`config.mk`:
```
export PLATFORM = sky130hd
export DESIGN_NAME = bmp24_stream_decoder
export DESIGN_NICKNAME = d
export VERILOG_FILES = /design/src/bmp24_pkg.sv /design/src/bmp24_stream_decoder.sv /design/src/bmp24_out_skid.sv
export SDC_FILE = /design/constraint.sdc
export NUM_CORES = 1
export LEC_CHECK = 0
export BUFFER_PORTS_ARGS = -buffer_cell sky130_fd_sc_hd__buf_4
export CORE_MARGIN = 2
export CORE_UTILIZATION = 61
export DETAILED_ROUTE_END_ITERATION = 8
export GPL_TIMING_DRIVEN = 0
export HOLD_SLACK_MARGIN = 0.1
export PLACE_DENSITY = 0.8
export SLEW_MARGIN = 20
export SYNTH_ARGS = -nofsm -noshare
export SYNTH_HDL_FRONTEND = slang
export SYNTH_SLANG_ARGS = --single-unit
```
`constraint.sdc`:
```
create_clock -name i_clk -period 9.69 [get_ports i_clk]
set_clock_uncertainty 0.15 [all_clocks]
set_input_delay 1.938 -clock i_clk [delete_from_list [all_inputs] [get_ports i_clk]]
set_output_delay 1.938 -clock i_clk [all_outputs]
set_load 0.01 [all_outputs]
```
`src/bmp24_pkg.sv`:
```
// bmp24_pkg: request types, phase encoding and header constants for the bitmap decoder
// no dependencies; used by bmp24_out_skid and bmp24_stream_decoder
package bmp24_pkg;

    typedef struct packed {
        logic [7:0] data_byte;
        logic       file_start;
    } t_in_req;

    typedef struct packed {
        logic [11:0] pixel_x;
        logic [11:0] pixel_y;
        logic [7:0]  red;
        logic [7:0]  green;
        logic [7:0]  blue;
        logic        last_pixel;
        logic        dim_error;
    } t_out_req;

    typedef enum logic [1:0] {
        PH_IDLE,
        PH_HEADER,
        PH_PIXELS,
        PH_ERROR
    } t_phase;

    typedef enum logic [1:0] {
        COMP_BLUE,
        COMP_GREEN,
        COMP_RED
    } t_comp;

    // header layout
    localparam logic [5:0] HDR_LAST   = 6'd53;
    localparam logic [5:0] WIDTH_OFS  = 6'd18;
    localparam logic [5:0] HEIGHT_OFS = 6'd22;
    localparam logic [5:0] FIELD_END  = 6'd26;

endpackage

```
`src/bmp24_stream_decoder.sv`:
```
// bmp24_stream_decoder: streaming decoder for 24-bit bitmap files, one byte per request
// depends on bmp24_pkg and bmp24_out_skid
//
//  channel | direction | handshake                 | payload
//  --------+-----------+---------------------------+--------------------------------
//  in      | input     | i_in_valid / o_in_ready   | i_in_data  (data_byte, file_start)
//  out     | output    | o_out_valid / i_out_ready | o_out_data (pixel, color, flags)
//
// one byte request is taken per cycle while o_in_ready is high; the whole parse step is the
// single phase/counter update between the input handshake and the result register, so a result
// is registered as its red byte is accepted (or the last header byte, for a size error)
// synchronous active-low reset clears the phase and counters; there is no clearing pass
// a stalled output fills the skid stage, after which o_in_ready drops until it drains
module bmp24_stream_decoder #(
    parameter int unsigned MAX_DIM = 4096
) (
    input  logic                i_clk,
    input  logic                i_rst_n,
    input  logic                i_in_valid,
    output logic                o_in_ready,
    input  bmp24_pkg::t_in_req  i_in_data,
    output logic                o_out_valid,
    input  logic                i_out_ready,
    output bmp24_pkg::t_out_req o_out_data
);
    import bmp24_pkg::*;

    // coordinate counter width and width compare width
    localparam int CW = $clog2(MAX_DIM);
    localparam int DW = $clog2(MAX_DIM + 1);
    localparam int XW = (CW > 12) ? CW : 12;

    // parse state
    t_phase      r_phase,  n_phase;
    logic [5:0]  r_hcount, n_hcount;
    logic [31:0] r_width,  n_width;
    logic [31:0] r_height, n_height;
    logic [CW-1:0] r_col,  n_col;
    logic [CW-1:0] r_row,  n_row;
    t_comp       r_comp,   n_comp;
    logic [7:0]  r_blue,   n_blue;
    logic [7:0]  r_green,  n_green;
    logic [1:0]  r_pad,    n_pad;

    // step signals
    logic        in_acc;
    logic        res_valid;
    t_out_req    res;
    logic        hdr_active;
    logic [5:0]  idx;
    logic [1:0]  lane;
    logic [DW-1:0] col_inc;
    logic        last_col;
    logic [XW-1:0] x_ext;
    logic [XW-1:0] y_ext;

    assign in_acc  = i_in_valid && o_in_ready;
    assign col_inc = DW'(r_col) + DW'(1);
    assign last_col = col_inc >= r_width[DW-1:0];
    assign x_ext   = XW'(r_col);
    assign y_ext   = XW'(r_row);

    always_ff @(posedge i_clk) begin
        if (!i_rst_n) begin
            r_phase  <= PH_IDLE;
            r_hcount <= '0;
            r_width  <= '0;
            r_height <= '0;
            r_col    <= '0;
            r_row    <= '0;
            r_comp   <= COMP_BLUE;
            r_blue   <= '0;
            r_green  <= '0;
            r_pad    <= '0;
        end else if (in_acc) begin
            r_phase  <= n_phase;
            r_hcount <= n_hcount;
            r_width  <= n_width;
            r_height <= n_height;
            r_col    <= n_col;
            r_row    <= n_row;
            r_comp   <= n_comp;
            r_blue   <= n_blue;
            r_green  <= n_green;
            r_pad    <= n_pad;
        end
    end

    always_comb begin
        n_phase  = r_phase;
        n_hcount = r_hcount;
        n_width  = r_width;
        n_height = r_height;
        n_col    = r_col;
        n_row    = r_row;
        n_comp   = r_comp;
        n_blue   = r_blue;
        n_green  = r_green;
        n_pad    = r_pad;
        res_valid = 1'b0;
        res       = '0;
        lane      = '0;

        // file start aborts anything and makes this byte header byte 0
        if (i_in_data.file_start) begin
            n_phase  = PH_HEADER;
            n_hcount = '0;
            n_width  = '0;
            n_height = '0;
            n_col    = '0;
            n_row    = '0;
            n_comp   = COMP_BLUE;
            n_blue   = '0;
            n_green  = '0;
            n_pad    = '0;
        end
        hdr_active = i_in_data.file_start || (r_phase == PH_HEADER);
        idx        = i_in_data.file_start ? 6'd0 : r_hcount;

        if (hdr_active) begin
            // little-endian width and height fields
            if (idx >= WIDTH_OFS && idx < HEIGHT_OFS) begin
                lane = 2'(idx - WIDTH_OFS);
                n_width[{lane, 3'b000} +: 8] = i_in_data.data_byte;
            end else if (idx >= HEIGHT_OFS && idx < FIELD_END) begin
                lane = 2'(idx - HEIGHT_OFS);
                n_height[{lane, 3'b000} +: 8] = i_in_data.data_byte;
            end
            n_hcount = idx + 6'd1;
            if (idx == HDR_LAST) begin
                if (r_width > 32'(MAX_DIM) || r_height > 32'(MAX_DIM)) begin
                    n_phase         = PH_ERROR;
                    res_valid       = 1'b1;
                    res.dim_error   = 1'b1;
                end else if (r_width == '0 || r_height == '0) begin
                    n_phase = PH_IDLE;
                end else begin
                    n_phase = PH_PIXELS;
                    n_col   = '0;
                    n_row   = CW'(r_height - 32'd1);
                    n_comp  = COMP_BLUE;
                    n_blue  = '0;
                    n_green = '0;
                    n_pad   = '0;
                end
            end
        end else if (r_phase == PH_PIXELS) begin
            if (r_pad != 2'd0) begin
                n_pad = r_pad - 2'd1;
            end else begin
                unique case (r_comp)
                    COMP_BLUE: begin
                        n_blue = i_in_data.data_byte;
                        n_comp = COMP_GREEN;
                    end
                    COMP_GREEN: begin
                        n_green = i_in_data.data_byte;
                        n_comp  = COMP_RED;
                    end
                    default: begin
                        res_valid      = 1'b1;
                        res.pixel_x    = x_ext[11:0];
                        res.pixel_y    = y_ext[11:0];
                        res.red        = i_in_data.data_byte;
                        res.green      = r_green;
                        res.blue       = r_blue;
                        res.last_pixel = last_col && (r_row == '0);
                        n_comp  = COMP_BLUE;
                        n_blue  = '0;
                        n_green = '0;
                        if (last_col) begin
                            n_col = '0;
                            if (r_row == '0) begin
                                n_phase = PH_IDLE;
                            end else begin
                                n_row = r_row - CW'(1);
                                // row padding (4 - 3w mod 4) mod 4 equals w mod 4
                                n_pad = r_width[1:0];
                            end
                        end else begin
                            n_col = r_col + CW'(1);
                        end
                    end
                endcase
            end
        end
    end

    bmp24_out_skid u_out (
        .i_clk       (i_clk),
        .i_rst_n     (i_rst_n),
        .i_push      (in_acc && res_valid),
        .i_push_data (res),
        .o_ready     (o_in_ready),
        .o_valid     (o_out_valid),
        .i_ready     (i_out_ready),
        .o_data      (o_out_data)
    );

    // image in progress always has a legal nonzero size
    a_pixels_size: assert property (@(posedge i_clk) disable iff (!i_rst_n)
        (r_phase == PH_PIXELS) |-> (r_width != '0 && r_width <= 32'(MAX_DIM)
                                    && r_height != '0 && r_height <= 32'(MAX_DIM)))
        else $error("pixel phase with illegal image size");

    // column stays inside the row
    a_col_range: assert property (@(posedge i_clk) disable iff (!i_rst_n)
        (r_phase == PH_PIXELS) |-> (DW'(r_col) < r_width[DW-1:0]))
        else $error("column beyond image width");

    // padding only pending between pixel rows
    a_pad_phase: assert property (@(posedge i_clk) disable iff (!i_rst_n)
        (r_pad != 2'd0) |-> (r_phase == PH_PIXELS && r_comp == COMP_BLUE))
        else $error("padding pending outside a row boundary");

endmodule

```
`src/bmp24_out_skid.sv`:
```
// bmp24_out_skid: two-entry result register (output stage plus skid stage)
// depends on bmp24_pkg for the result request type
module bmp24_out_skid (
    input  logic                i_clk,
    input  logic                i_rst_n,
    input  logic                i_push,
    input  bmp24_pkg::t_out_req i_push_data,
    output logic                o_ready,
    output logic                o_valid,
    input  logic                i_ready,
    output bmp24_pkg::t_out_req o_data
);
    import bmp24_pkg::*;

    logic     r_out_valid;
    logic     r_skid_valid;
    t_out_req r_out;
    t_out_req r_skid;
    logic     take;

    assign take    = !r_out_valid || i_ready;
    assign o_ready = !r_skid_valid;
    assign o_valid = r_out_valid;
    assign o_data  = r_out;

    always_ff @(posedge i_clk) begin
        if (!i_rst_n) begin
            r_out_valid  <= 1'b0;
            r_skid_valid <= 1'b0;
        end else if (take) begin
            if (r_skid_valid) begin
                // push cannot happen while the skid entry is full
                r_out        <= r_skid;
                r_out_valid  <= 1'b1;
                r_skid_valid <= 1'b0;
            end else begin
                r_out       <= i_push_data;
                r_out_valid <= i_push;
            end
        end else if (i_push) begin
            r_skid       <= i_push_data;
            r_skid_valid <= 1'b1;
        end
    end

    a_skid_behind_out: assert property (@(posedge i_clk) disable iff (!i_rst_n)
        r_skid_valid |-> r_out_valid)
        else $error("skid entry held with empty output stage");

    // a stalled result stays put until it is taken
    a_out_hold: assert property (@(posedge i_clk) disable iff (!i_rst_n)
        (r_out_valid && !i_ready) |=> (r_out_valid && $stable(r_out)))
        else $error("output request changed while stalled");

    // a push only arrives when there is room for it
    a_push_room: assert property (@(posedge i_clk) disable iff (!i_rst_n)
        i_push |-> !r_skid_valid)
        else $error("push while both stages are full");

endmodule
```
==> results.txt, run 1 <==
- Worst Hold Endpoint: r_blue[4]
- Summed over all nets, the half-perimeter wirelength after detailed placement is 18.0 mm.
* Die outline area: 17600 sq um
- Entering global routing, the biggest net connects 28 pins.
- Net total in the final layout: 1088
- Gates resized during post-CTS repair numbered 0.
* Library cell used as clock root buffer: clkbuf_16
* Area grow syn2layout: 16.4%
* Number of synthesized register bits: 218
- Combined area of all synthesized cells: 10100 sq um
* Count of warnings emitted by yosys: 0
* Reg-to-Reg Start: r_col[0]
- Counting instances, the worst hold path has a depth of 2.
- Setup violations remaining at the end of the flow were counted as 0.
* Yosys cell types: 76
* H-tree depth: 1
- The detail route stage leaves a number of antenna-violating nets equal to 0.
- In the synthesized netlist, the cells that appear most often are 121 x nor2_1, 118 x dfxtp_1, 100 x edfxtp_1.
- Of the total power, the share spent switching nets is 0.214.
- After detailed routing, the number of vias per cell comes to 6.29.
* Number of flops mapped to enable cells by yosys: 100
- Area used by sequential logic in the layout: 5370 sq um
- Number of buffers added by the clock tree synthesis step: 23
- In this run the standard cell core region covers 16000 sq um.
- The number of endpoints with negative hold slack in the final report came to 0.
- Traced cell by cell, the critical path runs through buf_6 -> inv_1 -> nand2_1 -> inv_1 -> ha_1 -> and4bb_1 -> nand3_1 -> a311oi_1 -> nor2_1 -> nor3_2 -> buf_4 -> buf_4 -> buf_4.
- Routed wire per std cell: 19.9 um
- Remaining max-slew budget at the tightest pin: 0.425
- Cells after synthesis: 961
- In the final layout, the multi-input gates occupy 4390 sq um.
- Counting flops with an async set or reset pin after synthesis yields a share of 0.
- Path length in cells of the critical path: 13
* Worst min-delay path startpoint: r_blue[4]
- DP Worst Slack: 4.15 ns
- Post-CTS Setup Bufs: 0
* Endpoint class of the critical path: register
* Fill cell instance count of the final layout: 1158
- Global router's overall resource usage: 0.288
- The worst register-to-register path has a setup slack of 5.29 ns.
- Cell Int Power: 1580 uW
* Cell family with the largest share of critical-path delay: buffers and inverters
- Leakage power summed over all cells: 0.00454 uW
- In this run the power spent charging and discharging nets is 430 uW.
* IR Drop Worst-Case VDD: 141 uV
- TritonCTS clock tree: done
- Post-synth top area share: 0.298
- The average instance in the mapped netlist occupies 10.5 sq um.
- In the routed design, unresolved DRC markers number 0.
* Final clock period utilization by the worst path: 0.518
- In the synthesized netlist the dominant register cell turns out to be dfxtp_1.
- The setup path with the least slack is of type primary input to register.
- Of the total power, the clock network draws 0.472.
- For this design the top-level I/O count stands at 65.
* Initial antenna violation count: 0
- Min Tclk post-route: 5.02 ns
- Data on the critical path is required at its endpoint by 9.77 ns.
- Core Util, Final: 0.733
- WP buf/inv: 6
- Cell types occupying the most area after synthesis: edfxtp_1 30%, dfxtp_1 23%, mux2_2 5.8%, a22oi_1 5.4%, nor2_1 4.5%
- Across all layers, the routed design uses 8092 vias.
- The share of the Yosys chip area taken by registers is 0.532.
- Wire length of the first global-routing pass: 40.5 mm
* Clock net sink count: 218
- The later pin in the worst-skew pair is clocked with a latency of 0.53 ns.
- Final number of max-transition violations: 0
* Effective utilization at floorplan: 0.630
* Run status: finished, final reports clean
* Worst-margin pin slew: 0.862 ns
- Max FO, Critical Path: 11
- Syn Nets: 995
- Most common cell type on the critical path: buf_4
- The number of cells on the worst reg-to-reg path is 15.
- Cell Rows: 46
- Measured along the y axis, the die boundary spans 133 um.
- The share of total power dissipated in combinational logic is 0.045.
* Slowest stage cell on the critical path: a311oi_1
- Routability-driven placement congestion ratio: 0.966
* Number of max-capacitance violations reported: 0
- The worst register-to-register path ends at u_out.o_data[1].
* Number of diodes: 0
- Setup repair after global routing left no endpoint under its margin.
- Pwr Density: 171 nW/um^2
- Hold Crit Class: register to register
* Launching element type of the critical path: primary input
* Final sum of negative setup slack: 0 ns
- Hold-fix buffers, CTS: 0
- Cell taking the most area after synthesis: edfxtp_1
* Longest Clk Path Bufs: 3
- During placement, the flow inserted port buffers numbering 62.
* First-pass iteration count of the detailed router: 6
- Most common cell in the synthesized netlist: nor2_1
- Ratio of cells with drive above 1 in the final layout: 0.174
- In this run, the number of DRC markers left after iteration 0 of detailed routing was 704.
- Clock-pin slew was measured on the worst setup and hold paths at 0.06 ns.
* Smallest setup slack after layout: 4.67 ns
* Worst path arrival time: 5.10 ns
- After global routing the overflow that remains totals 0.
* Via count of the first global-routing pass: 7655
- For this run, the slowest stage of the critical path takes 0.75 ns.
- Measured along the x axis, the die boundary spans 133 um.
- Tot Pwr: 2010 uW
- Proportion of power drawn by flip-flops and latches: 0.483
* Maximum clock frequency: 199 MHz
- Post-detailed-routing wire length: 25.6 mm
cells by family after synthesis:
logic type / after synthesis / share of synthesized area
multiplexers: 53 / 0.0591
flip-flops: 218 / 0.532
AND/OR/NAND/NOR: 369 / 0.192
XOR/XNOR: 23 / 0.0207
buffers and inverters: 83 / 0.0335
adder cells (fa/ha/maj): 21 / 0.0261
AO/OA/AOI/OAI: 194 / 0.136
power by group through the flow:
stage	clock network [uW]	logic, uW	registers (uW)
6_report	948	90.6	968
4_1_cts	953	89.2	968
3_3_place_gp	0	86.5	989
5_1_grt	992	96.4	968
3_5_place_dp	0	88.5	988
2_1_floorplan	0	44.1	993
area by class of cell:
cell class / instances / share of cell area
Buffer: 59 / 0.0211
Sequential cell: 218 / 0.458
Multi-Input combinational cell: 660 / 0.374
Timing Repair Buffer: 68 / 0.0452
Clock inverter: 10 / 0.0113
Inverter: 24 / 0.00768
Clock buffer: 32 / 0.0599
Tap cell: 216 / 0.0230
flip-flops by register name, indices dropped and copies added (netlist names):
register and flops:
r_col 12, r_phase 2, u_out.r_skid_valid 1, u_out.o_valid 1
r_pad 2, r_blue 8, r_comp 2, r_width 32
r_hcount 6, u_out.r_skid 50, u_out.o_data 50, r_row 12
r_height 32, r_green 8
cells in the final DEF (no fill, tap or decap), types with 14 or more instances in the layout:
cell       count
a21oi_1       35
a22oi_1       72
and3_1        54
buf_4         67
clkbuf_1      54
clkbuf_16     25
dfxtp_1      118
edfxtp_1     100
ha_1          21
inv_1         23
mux2_2        52
nand2_1       45
nand3_1       31
nor2_1       121
nor3_1        26
nor4_1        20
o21ai_0       14
xnor2_1       14
worst max-delay path by stage:
stage | slack, ns | startpoint | end
3_3_place_gp | 0.20 | i_in_data[0] | u_out.r_skid[23]
2_1_floorplan | 2.21 | i_in_data[0] | u_out.r_skid[0]
3_5_place_dp | 4.15 | i_in_data[0] | u_out.r_skid[17]
5_1_grt | 4.39 | i_in_data[0] | u_out.r_skid[15]
6_report | 4.67 | i_in_data[0] | u_out.r_skid[23]
4_1_cts | 4.69 | i_in_data[0] | u_out.r_skid[15]
worst reg2reg max path: cells and delay by family, from the launching register on:
family	cells	cell delay, ns
compound gates	2	0.72
simple gates	7	1.34
fa+ha+maj	2	0.54
xor+xnor	1	0.20
buf+inv	2	0.46
flops	1	0.46
mux	1	0.28
through the flow:
stage / cells / hold WS [ns] / area (sq um)
after global routing: 1287 / 0.389 / 11700
final: 1287 / 0.362 / 11700
after CTS: 1287 / 0.367 / 11700
after detailed placement: 1245 / 0.352 / 10900
after global placement: 1239 / 0.334 / 10800
after floorplan: 961 / 0.321 / 10100
layer usage:
layer	up-vias	track usage	wire [um]	share of wire
met5	-	0	0	0
met4	0	0.103	742	0.029
met3	61	0.0548	2010	0.078
met2	342	0.461	11900	0.47
met1	3898	0.393	10900	0.43
li1	3791	-	-	-
No activity file was read; power rests on OpenSTA's default activity.
==> inputs of run 2 (changes only) <==
- ABC_AREA: default -> 1
- CORE_UTILIZATION: 61 -> 56
- PLACE_DENSITY: 0.8 -> 0.77
- clock period: 9.69 -> 4.6 ns (I/O delays scaled with it)
==> run 2 against run 1 <==
Net effect: total power up 130%; sequential power up 120%; first-iteration DRC count grew 63%; highest routed layer unchanged; critical path type unchanged.
==> results.txt, run 2 <==
* Run status: finished, final reports clean (unchanged)
- Post-cts gate resize count: 0 (unchanged)
* Final setup violation count: 0 (unchanged)
- Longest Clk Path Bufs: 3 (unchanged)
- Most frequent cells in the layout: 423 x nand2_1, 163 x nor2_1, 159 x inv_1 (was 121 x nor2_1, 118 x dfxtp_1, 100 x edfxtp_1).
- Most common cell in the synthesized netlist: nand2_1 (was nor2_1)
- The final global-route overflow total came to 0 (unchanged).
* Final clock period utilization by the worst path: 0.930
* Share of the yosys chip area belonging to registers: 0.458 (was 0.532)
- Die outline area: 22100 sq um (was 17600 sq um)
- The critical path required time was 4.68 ns (was 9.77 ns).
- The maximum number of pins on one net before global-route repair came to 29 (was 28).
- The gate count of the mapped netlist came to 1567 (was 961).
* Placeable core region: 20400 sq um (was 16000 sq um)
- Proportion of power drawn by flip-flops and latches: 0.466 (was 0.483)
* Count of warnings emitted by yosys: 0 (unchanged)
- The switching share of power came to 0.258 (was 0.214).
- Cell types occupying the most area after synthesis: edfxtp_1 26%, dfxtp_1 20%, nand2_1 14%, nand3_1 5.4%, nor2_1 5.3% (was edfxtp_1 30%, dfxtp_1 23%, mux2_2 5.8%, a22oi_1 5.4%, nor2_1 4.5%)
- Library cell used as clock root buffer: clkbuf_16 (unchanged)
- The global-route wire length before repair came to 54.7 mm (was 40.5 mm).
- The final weighted congestion in routability-driven placement came to 0.971 (was 0.966).
* Via count of the first global-routing pass: 10600 (was 7655)
- The nature of the critical path endpoint is a register (unchanged).
- The number of standard cells in the layout, taps in and fillers out was 1946 (was 1287).
- Remaining max-slew budget at the tightest pin: 0.461 (was 0.425)
* Number of flops mapped to enable cells by yosys: 100 (unchanged)
- Min Tclk post-route: 4.28 ns
- Yosys cell types: 42 (was 76)
* Post-detail-place hpwl: 25.1 mm (was 18.0 mm)
* # DRC: 0 (unchanged)
* Post-detailed-routing wire length: 34.5 mm (was 25.6 mm)
- Hold-fix buffers, CTS: 0 (unchanged)
- Ports: 65 (unchanged)
- The share of cells above drive strength 1 was 0.101 (was 0.174).
- Hold slack: 0.330 ns (was 0.362 ns)
- The max-cap check violation count came to 0 (unchanged).
- Launching element type of the critical path: primary input (unchanged)
* H-tree depth: 1 (unchanged)
- The count of fill cells added during filler insertion came to 1800 (was 1158).
- Area used by sequential logic in the layout: 5370 sq um (unchanged)
- The number of endpoints with negative hold slack in the final report was 0 (unchanged).
* Leakage power summed over all cells: 0.00552 uW (was 0.00454 uW)
- The clock buffer count from CTS came to 24 (was 23).
* Commonest cells post-synth: 423 x nand2_1, 165 x nor2_1, 159 x inv_1 (was 121 x nor2_1, 118 x dfxtp_1, 100 x edfxtp_1)
- The DRC violation total after the first TritonRoute iteration came to 1148 (was 704).
- The via density per instance was 5.72 (was 6.29).
* Cell Int Power: 3370 uW (was 1580 uW)
* Die width: 149 um (was 133 um)
* Initial antenna violation count: 0 (unchanged)
- Area of the multi-input gates: 5370 sq um (was 4390 sq um)
- Post-synth ARST share: 0 (unchanged)
* Port Buffers: 63 (was 62)
- The peak supply drop is 268 uV (was 141 uV).
- Flip-flop cell with the highest count after synthesis: dfxtp_1 (unchanged)
* Global router's overall resource usage: 0.313 (was 0.288)
* Cell taking the most area after synthesis: edfxtp_1 (unchanged)
- Count of nets left with antenna violations after detail routing: 0 (unchanged)
* Switching power: 1170 uW (was 430 uW)
- Die extent in y: 149 um (was 133 um)
- Clock Pin Slew Worst Setup and Hold Paths: 0.06 ns (about the same)
* Number of diodes: 0 (unchanged)
- The post-synthesis area per instance is 7.47 sq um (was 10.5 sq um).
- Post-DP Area: 12600 sq um (was 10900 sq um)
- The cell depth of the worst hold path is 2 (unchanged).
- Relative contribution of the clock network to total power: 0.428 (was 0.472)
* Routed wire per std cell: 17.7 um (was 19.9 um)
- The max-slew violation count is 0 (unchanged).
* Clock Latency Late Sink: 0.53 ns (about the same)
- The worst setup path category is primary input to register (unchanged).
* Worst Reg2Reg Path Length in Cells: 13 (was 15)
- Vias after detailed routing: 11100 (was 8092)
- The transition at the pin with the smallest max-transition slack is 0.808 ns (was 0.862 ns).
- The number of nets in the layout is 1692 (was 1088).
* Post-synth top area share: 0.257 (was 0.298)
- The highest net fanout along the worst path came to 27 (was 11).
* Combined area of all synthesized cells: 11700 sq um (was 10100 sq um)
- Final sum of negative setup slack: 0 ns (unchanged)
- Timing would allow up to 234 MHz.
* Post-Layout Inst Area: 13400 sq um (was 11700 sq um)
- Cell Rows: 52 (was 46)
- Tot Pwr: 4530 uW (was 2010 uW)
- The relative area change from synthesis to final layout came to 14.2% (was 16.4%).
* Leading cell type in the layout, fill and taps excluded: nand2_1 (was nor2_1)
* Number of synthesized register bits: 218 (unchanged)
- Worst path arrival time: 4.35 ns (was 5.10 ns)
- Post-CTS Setup Bufs: 0 (unchanged)
- Power share of the combinational group: 0.106 (was 0.045)
* TritonCTS clock tree: done (unchanged)
- Post-Place Cells: 1902 (was 1245)
- The initial core utilization is 0.575 (was 0.630).
- The detailed-router iteration count before antenna repair came to 6 (unchanged).
* Pwr Density: 339 nW/um^2 (was 171 nW/um^2)
* Clock net sink count: 218 (unchanged)
- RSZ-0062 raised after global routing: false (unchanged).
- The synthesized netlist net count came to 1601 (was 995).
- Hold Crit Class: register to register (unchanged)
run 2: power groups by stage:
stage / Combinational [uW] / Sequential [uW] / Clock, uW
2_1_floorplan: 304 / 2150 / 0
3_3_place_gp: 459 / 2150 / 0
3_5_place_dp: 469 / 2150 / 0
4_1_cts: 472 / 2110 / 1960
5_1_grt: 528 / 2120 / 2030
6_report: 482 / 2110 / 1940
run 2: cell families (layout without fill, tap and decap cells):
family	after synthesis	in the layout	share of synthesized area
muxes	1	1	0.000962
and+or+nand+nor	792	792	0.290
adders and majority gates	21	21	0.0224
AOI/OAI and AO/OA	257	257	0.125
buffers and inverters	252	361	0.0842
DFF	218	218	0.458
xor gates and xnor gates	26	26	0.0195
run 2: cell type report:
| type | instances | share of cell area |
|---|---|---|
| clock buffers | 32 | 0.0509 |
| plain buffers | 77 | 0.0246 |
| inverters | 175 | 0.0491 |
| repair buffers | 65 | 0.0384 |
| flip-flops and latches | 218 | 0.401 |
| well taps | 270 | 0.0253 |
| multi-input cells | 1097 | 0.402 |
| clock inverters | 12 | 0.00889 |
run 2: worst paths after layout:
path,from,end,slack (ns)
worst max register to register,r_hcount[0],u_out.r_skid[21],0.68
worst min-delay path,r_row[9],r_row[9],0.33
worst max-delay path,i_in_data[0],u_out.r_skid[21],0.32
worst min register to register,r_row[9],r_row[9],0.33
run 2: metal layers:
layer  track usage  routed length (um)  share of wire  vias up
met5             0                   0              0        -
met4         0.124                1390          0.040        0
met3        0.0580                3010          0.087      100
met2         0.515               15900           0.46      478
met1         0.410               14100           0.41     5203
li1              -                   -              -     5356
run 2: per-stage QoR:
| step | worst slack, ns | util |
|---|---|---|
| after global routing | 0.0802 | 0.657 |
| after floorplan | 0.175 | - |
| after detailed placement | -0.138 | 0.617 |
| after CTS | 0.412 | 0.657 |
| final | 0.321 | 0.657 |
| after global placement | -1.23 | 0.615 |
run 2: worst max-delay path, stage by stage:
cell	delay [ns]
buf_4	0.12
inv_2	0.14
nand2_1	0.18
inv_2	0.18
clkbuf_1	0.51
ha_1	0.24
inv_1	0.05
nor4_2	0.12
nand3_1	0.24
nor2_2	0.28
nand2_1	0.19
a21oi_1	0.20
inv_1	0.10
nor2_4	0.57
buf_12	0.27
==> inputs of run 3 (changes only) <==
- SYNTH_HIERARCHICAL: default -> 1
==> run 3 against run 2 <==
Net effect: setup slack got worse by 0.056 ns; synthesized cell count increased by 2.6%; wire length increased by 4.0%; flip-flop and latch count unchanged; register-to-register slack about the same; die area increased by 4.1%; non-clock buffer count increased by 7; combinational power increased by 16%; via count increased by 3.1%; utilization decreased by 1.1 points; design area increased by 4.3%; largest cell class unchanged; total power increased by 3.1%.
==> results.txt, run 3 <==
* Min Tclk post-route: 4.33 ns (was 4.28 ns)
- The number of buffers between clock root and the deepest sink was 3 (unchanged).
- Combined area of all synthesized cells: 12200 sq um (was 11700 sq um)
- The power density over the cells was 335 nW/um^2 (was 339 nW/um^2).
* Yosys cell types: 49 (was 42)
- The clock root buffer is clkbuf_16 (unchanged).
- The most frequent cell after synthesis is nand2_1 (unchanged).
- The detailed-router iteration count before antenna repair is 8 (was 6).
* Ratio of cells with drive above 1 in the final layout: 0.140 (was 0.101)
- Die width: 152 um (was 149 um)
- Share of the synthesized area in compound gates (AO/OA/AOI/OAI): 0.144 (was 0.125)
* Vias after detailed routing: 11500 (was 11100)
- The number of nets in the layout was 1733 (was 1692).
- Cell types occupying the most area after synthesis: edfxtp_1 25%, dfxtp_1 19%, nand2_1 11%, nor2_1 6.1%, inv_1 5.1% (was edfxtp_1 26%, dfxtp_1 20%, nand2_1 14%, nand3_1 5.4%, nor2_1 5.3%).
- The number of flops mapped to enable cells by yosys came to 100 (unchanged).
- First DRT Iteration DRCs: 1248 (was 1148)
* Post-CTS Setup Bufs: 0 (unchanged)
* Ports: 65 (unchanged)
* Launching element type of the critical path: primary input (unchanged)
- The nature of the critical path endpoint is a register (unchanged).
* Clock Pin Slew Worst Setup and Hold Paths: 0.06 ns (about the same)
- DP Worst Slack: -0.168 ns (was -0.138 ns)
* Worst-margin pin slew: 0.785 ns (was 0.808 ns)
- Count of warnings emitted by yosys: 6 (was 0)
- Routed wire per std cell: 17.9 um (was 17.7 um)
* Clock net sink count: 218 (unchanged)
- The post-synthesis area per instance is 7.59 sq um (was 7.47 sq um).
- Area grow syn2layout: 14.3% (was 14.2%)
- Effective utilization at floorplan: 0.564 (was 0.575)
- The global-route usage over all layers is 0.308 (was 0.313).
- TritonCTS clock tree: done (unchanged)
- Final clock period utilization by the worst path: 0.942 (was 0.930)
- Critical setup path kind: primary input to register (unchanged)
- The initial antenna violation count came to 0 (unchanged).
- Area used by sequential logic in the layout: 5370 sq um (unchanged)
- Count of nets left with antenna violations after detail routing: 0 (unchanged)
* Clock Latency Late Sink: 0.54 ns (was 0.53 ns)
- The number of standard-cell rows in the floorplan is 54 (was 52).
- Die outline area: 23000 sq um (was 22100 sq um)
- Number of max-capacitance violations reported: 0 (unchanged)
* # DRC: 0 (unchanged)
* Post-cts gate resize count: 0 (unchanged)
- Final number of max-transition violations: 0 (unchanged)
- Syn Nets: 1641 (was 1601)
- Area share of xor/xnor cells in the synthesized design: 0.0179 (was 0.0195)
* R2R Path End: u_out/r_skid[12] (was u_out.r_skid[21])
- Area fraction in and, or, nand and nor cells after synthesis: 0.281 (was 0.290)
* IR Drop Worst-Case VDD: 313 uV (was 268 uV)
* Cells after synthesis: 1607 (was 1567)
* Share of cell area taken by muxes after synthesis: 0 (was 0.000962)
- The count of hold buffers inserted by post-cts repair came to 0 (unchanged).
* Reg-to-Reg Start: r_hcount[0] (unchanged)
- Routability-driven placement congestion ratio: 0.971 (about the same)
* Max FO, Critical Path: 27 (unchanged)
- Run status: finished, final reports clean (unchanged).
- Final setup violation count: 0 (unchanged)
* Number of synthesized register bits: 218 (unchanged)
- The number of cells on the worst reg-to-reg path came to 15 (was 13).
- The number of global-route vias before repair was 10700 (was 10600).
* RSZ-0062 raised after global routing: false (unchanged)
- Leakage power summed over all cells: 0.00578 uW (was 0.00552 uW)
- Maximum clock frequency: 231 MHz (was 234 MHz)
- Fill cell instance count of the final layout: 1881 (was 1800)
* Beginning of the critical path: i_in_data[0] (unchanged)
* Worst path arrival time: 4.41 ns (was 4.35 ns)
- Flip-flop cell with the highest count after synthesis: dfxtp_1 (unchanged)
- The deepest level of the CTS H-tree is 1 (unchanged).
* Commonest cells post-synth: 356 x nand2_1, 198 x nor2_1, 167 x inv_1 (was 423 x nand2_1, 165 x nor2_1, 159 x inv_1)
- Aggregate global routing overflow: 0 (unchanged)
- Remaining max-slew budget at the tightest pin: 0.477 (was 0.461)
- The number of endpoints with negative hold slack in the final report was 0 (unchanged).
- Placeable core region: 21600 sq um (was 20400 sq um)
* Maximum number of pins on one net before global-route repair: 28 (was 29)
- The via density per instance is 5.75 (was 5.72).
- Share of the yosys chip area belonging to registers: 0.440 (was 0.458)
- Flop2flop setup slack: 0.68 ns (about the same)
* Post-synth ARST share: 0 (unchanged)
- The path type of the worst min-delay path was register to register (unchanged).
* Adder-Cell Fraction of Synth Area: 0.0215 (was 0.0224)
* Most frequent cells in the layout: 356 x nand2_1, 197 x nor2_1, 167 x inv_1 (was 423 x nand2_1, 163 x nor2_1, 159 x inv_1)
- The number of antenna repair diodes came to 0 (unchanged).
- Port Buffers: 63 (unchanged)
- Data required, critical path: 4.67 ns (was 4.68 ns)
- The largest family of logic cells by synthesized area is simple AND/OR/NAND/NOR gates (unchanged).
* Post-detailed-routing wire length: 35.8 mm (was 34.5 mm)
- Wire length of the first global-routing pass: 55.4 mm (was 54.7 mm)
* Crit path capture: u_out/r_skid[12] (was u_out.r_skid[21])
* Number of buffers added by the clock tree synthesis step: 24 (unchanged)
- The cell type with the largest total area after synthesis is edfxtp_1 (unchanged).
- Die extent in y: 152 um (was 149 um)
- Leading cell type in the layout, fill and taps excluded: nand2_1 (unchanged)
- The setup TNS after final layout came to 0 ns (unchanged).
- The fraction of synthesized cell area taken by the top area cell type is 0.246 (was 0.257).
- The total area of multi-input combinational cells was 5700 sq um (was 5370 sq um).
* Smallest setup slack after layout: 0.265 ns (was 0.321 ns)
* Post-detail-place hpwl: 25.6 mm (was 25.1 mm)
-- run 3: cells by family (layout without fill, tap and decap cells) --
kind of cell / count (synthesis) / count (layout)
xor+xnor: 25 / 25
flops: 218 / 218
simple gates: 772 / 772
buf+inv: 263 / 373
fa+ha+maj: 21 / 21
compound gates: 308 / 308
-- run 3: through the flow --
stage | util | cell area (sq um) | total power (uW) | hold slack, ns | instances
2_1_floorplan | - | 12200 | 2510 | 0.280 | 1607
3_3_place_gp | 0.603 | 13000 | 2670 | 0.291 | 1950
3_5_place_dp | 0.607 | 13100 | 2690 | 0.305 | 1953
4_1_cts | 0.645 | 13900 | 4670 | 0.314 | 1997
5_1_grt | 0.645 | 13900 | 4800 | 0.330 | 1997
6_report | 0.645 | 13900 | 4670 | 0.314 | 1997
-- run 3: final cells by class --
type / count / share of cell area
timing repair buffer: 66 / 0.0393
multi-input combinational: 1126 / 0.409
inverter: 180 / 0.0495
sequential: 218 / 0.385
clock buffer: 35 / 0.0535
tap: 280 / 0.0251
clock inverter: 9 / 0.00601
buffer: 83 / 0.0335
-- run 3: critical path, cell delays in order --
cell and delay [ns]:
buf_6 0.13, buf_2 0.21, nor2_1 0.23, buf_2 0.29, ha_1 0.19, nand2_1 0.05
nor3_1 0.14, nand2_1 0.12, nor2_1 0.21, inv_1 0.12, nor2_1 0.43, nor2_1 0.08
nor2_1 0.28, inv_1 0.12, nor2_4 0.59, buf_12 0.28
-- run 3: how the worst min path moves through the flow --
stage                   endpoint  slack, ns  cells past startpoint         start
floorplan            r_hcount[0]       0.28                      2   r_hcount[0]
global placement     r_hcount[0]       0.29                      2   r_hcount[0]
detailed placement   r_width[24]       0.31                      2   r_width[24]
CTS                  r_width[24]       0.31                      2   r_width[24]
global route        r_height[28]       0.33                      2  r_height[28]
finish               r_width[14]       0.31                      2   r_width[14]
-- run 3: per-layer routing --
metal / up-vias / track usage / part of all wire
met5: - / 0 / 0
met4: 0 / 0.135 / 0.045
met3: 116 / 0.0488 / 0.086
met2: 551 / 0.509 / 0.46
met1: 5324 / 0.403 / 0.41
li1: 5494 / - / -
-- run 3: report_power, final --
part | total [uW] | switching (uW) | internal, uW
registers | 2110 | 42.0 | 2070
logic | 559 | 390 | 168
clock network | 2010 | 820 | 1180
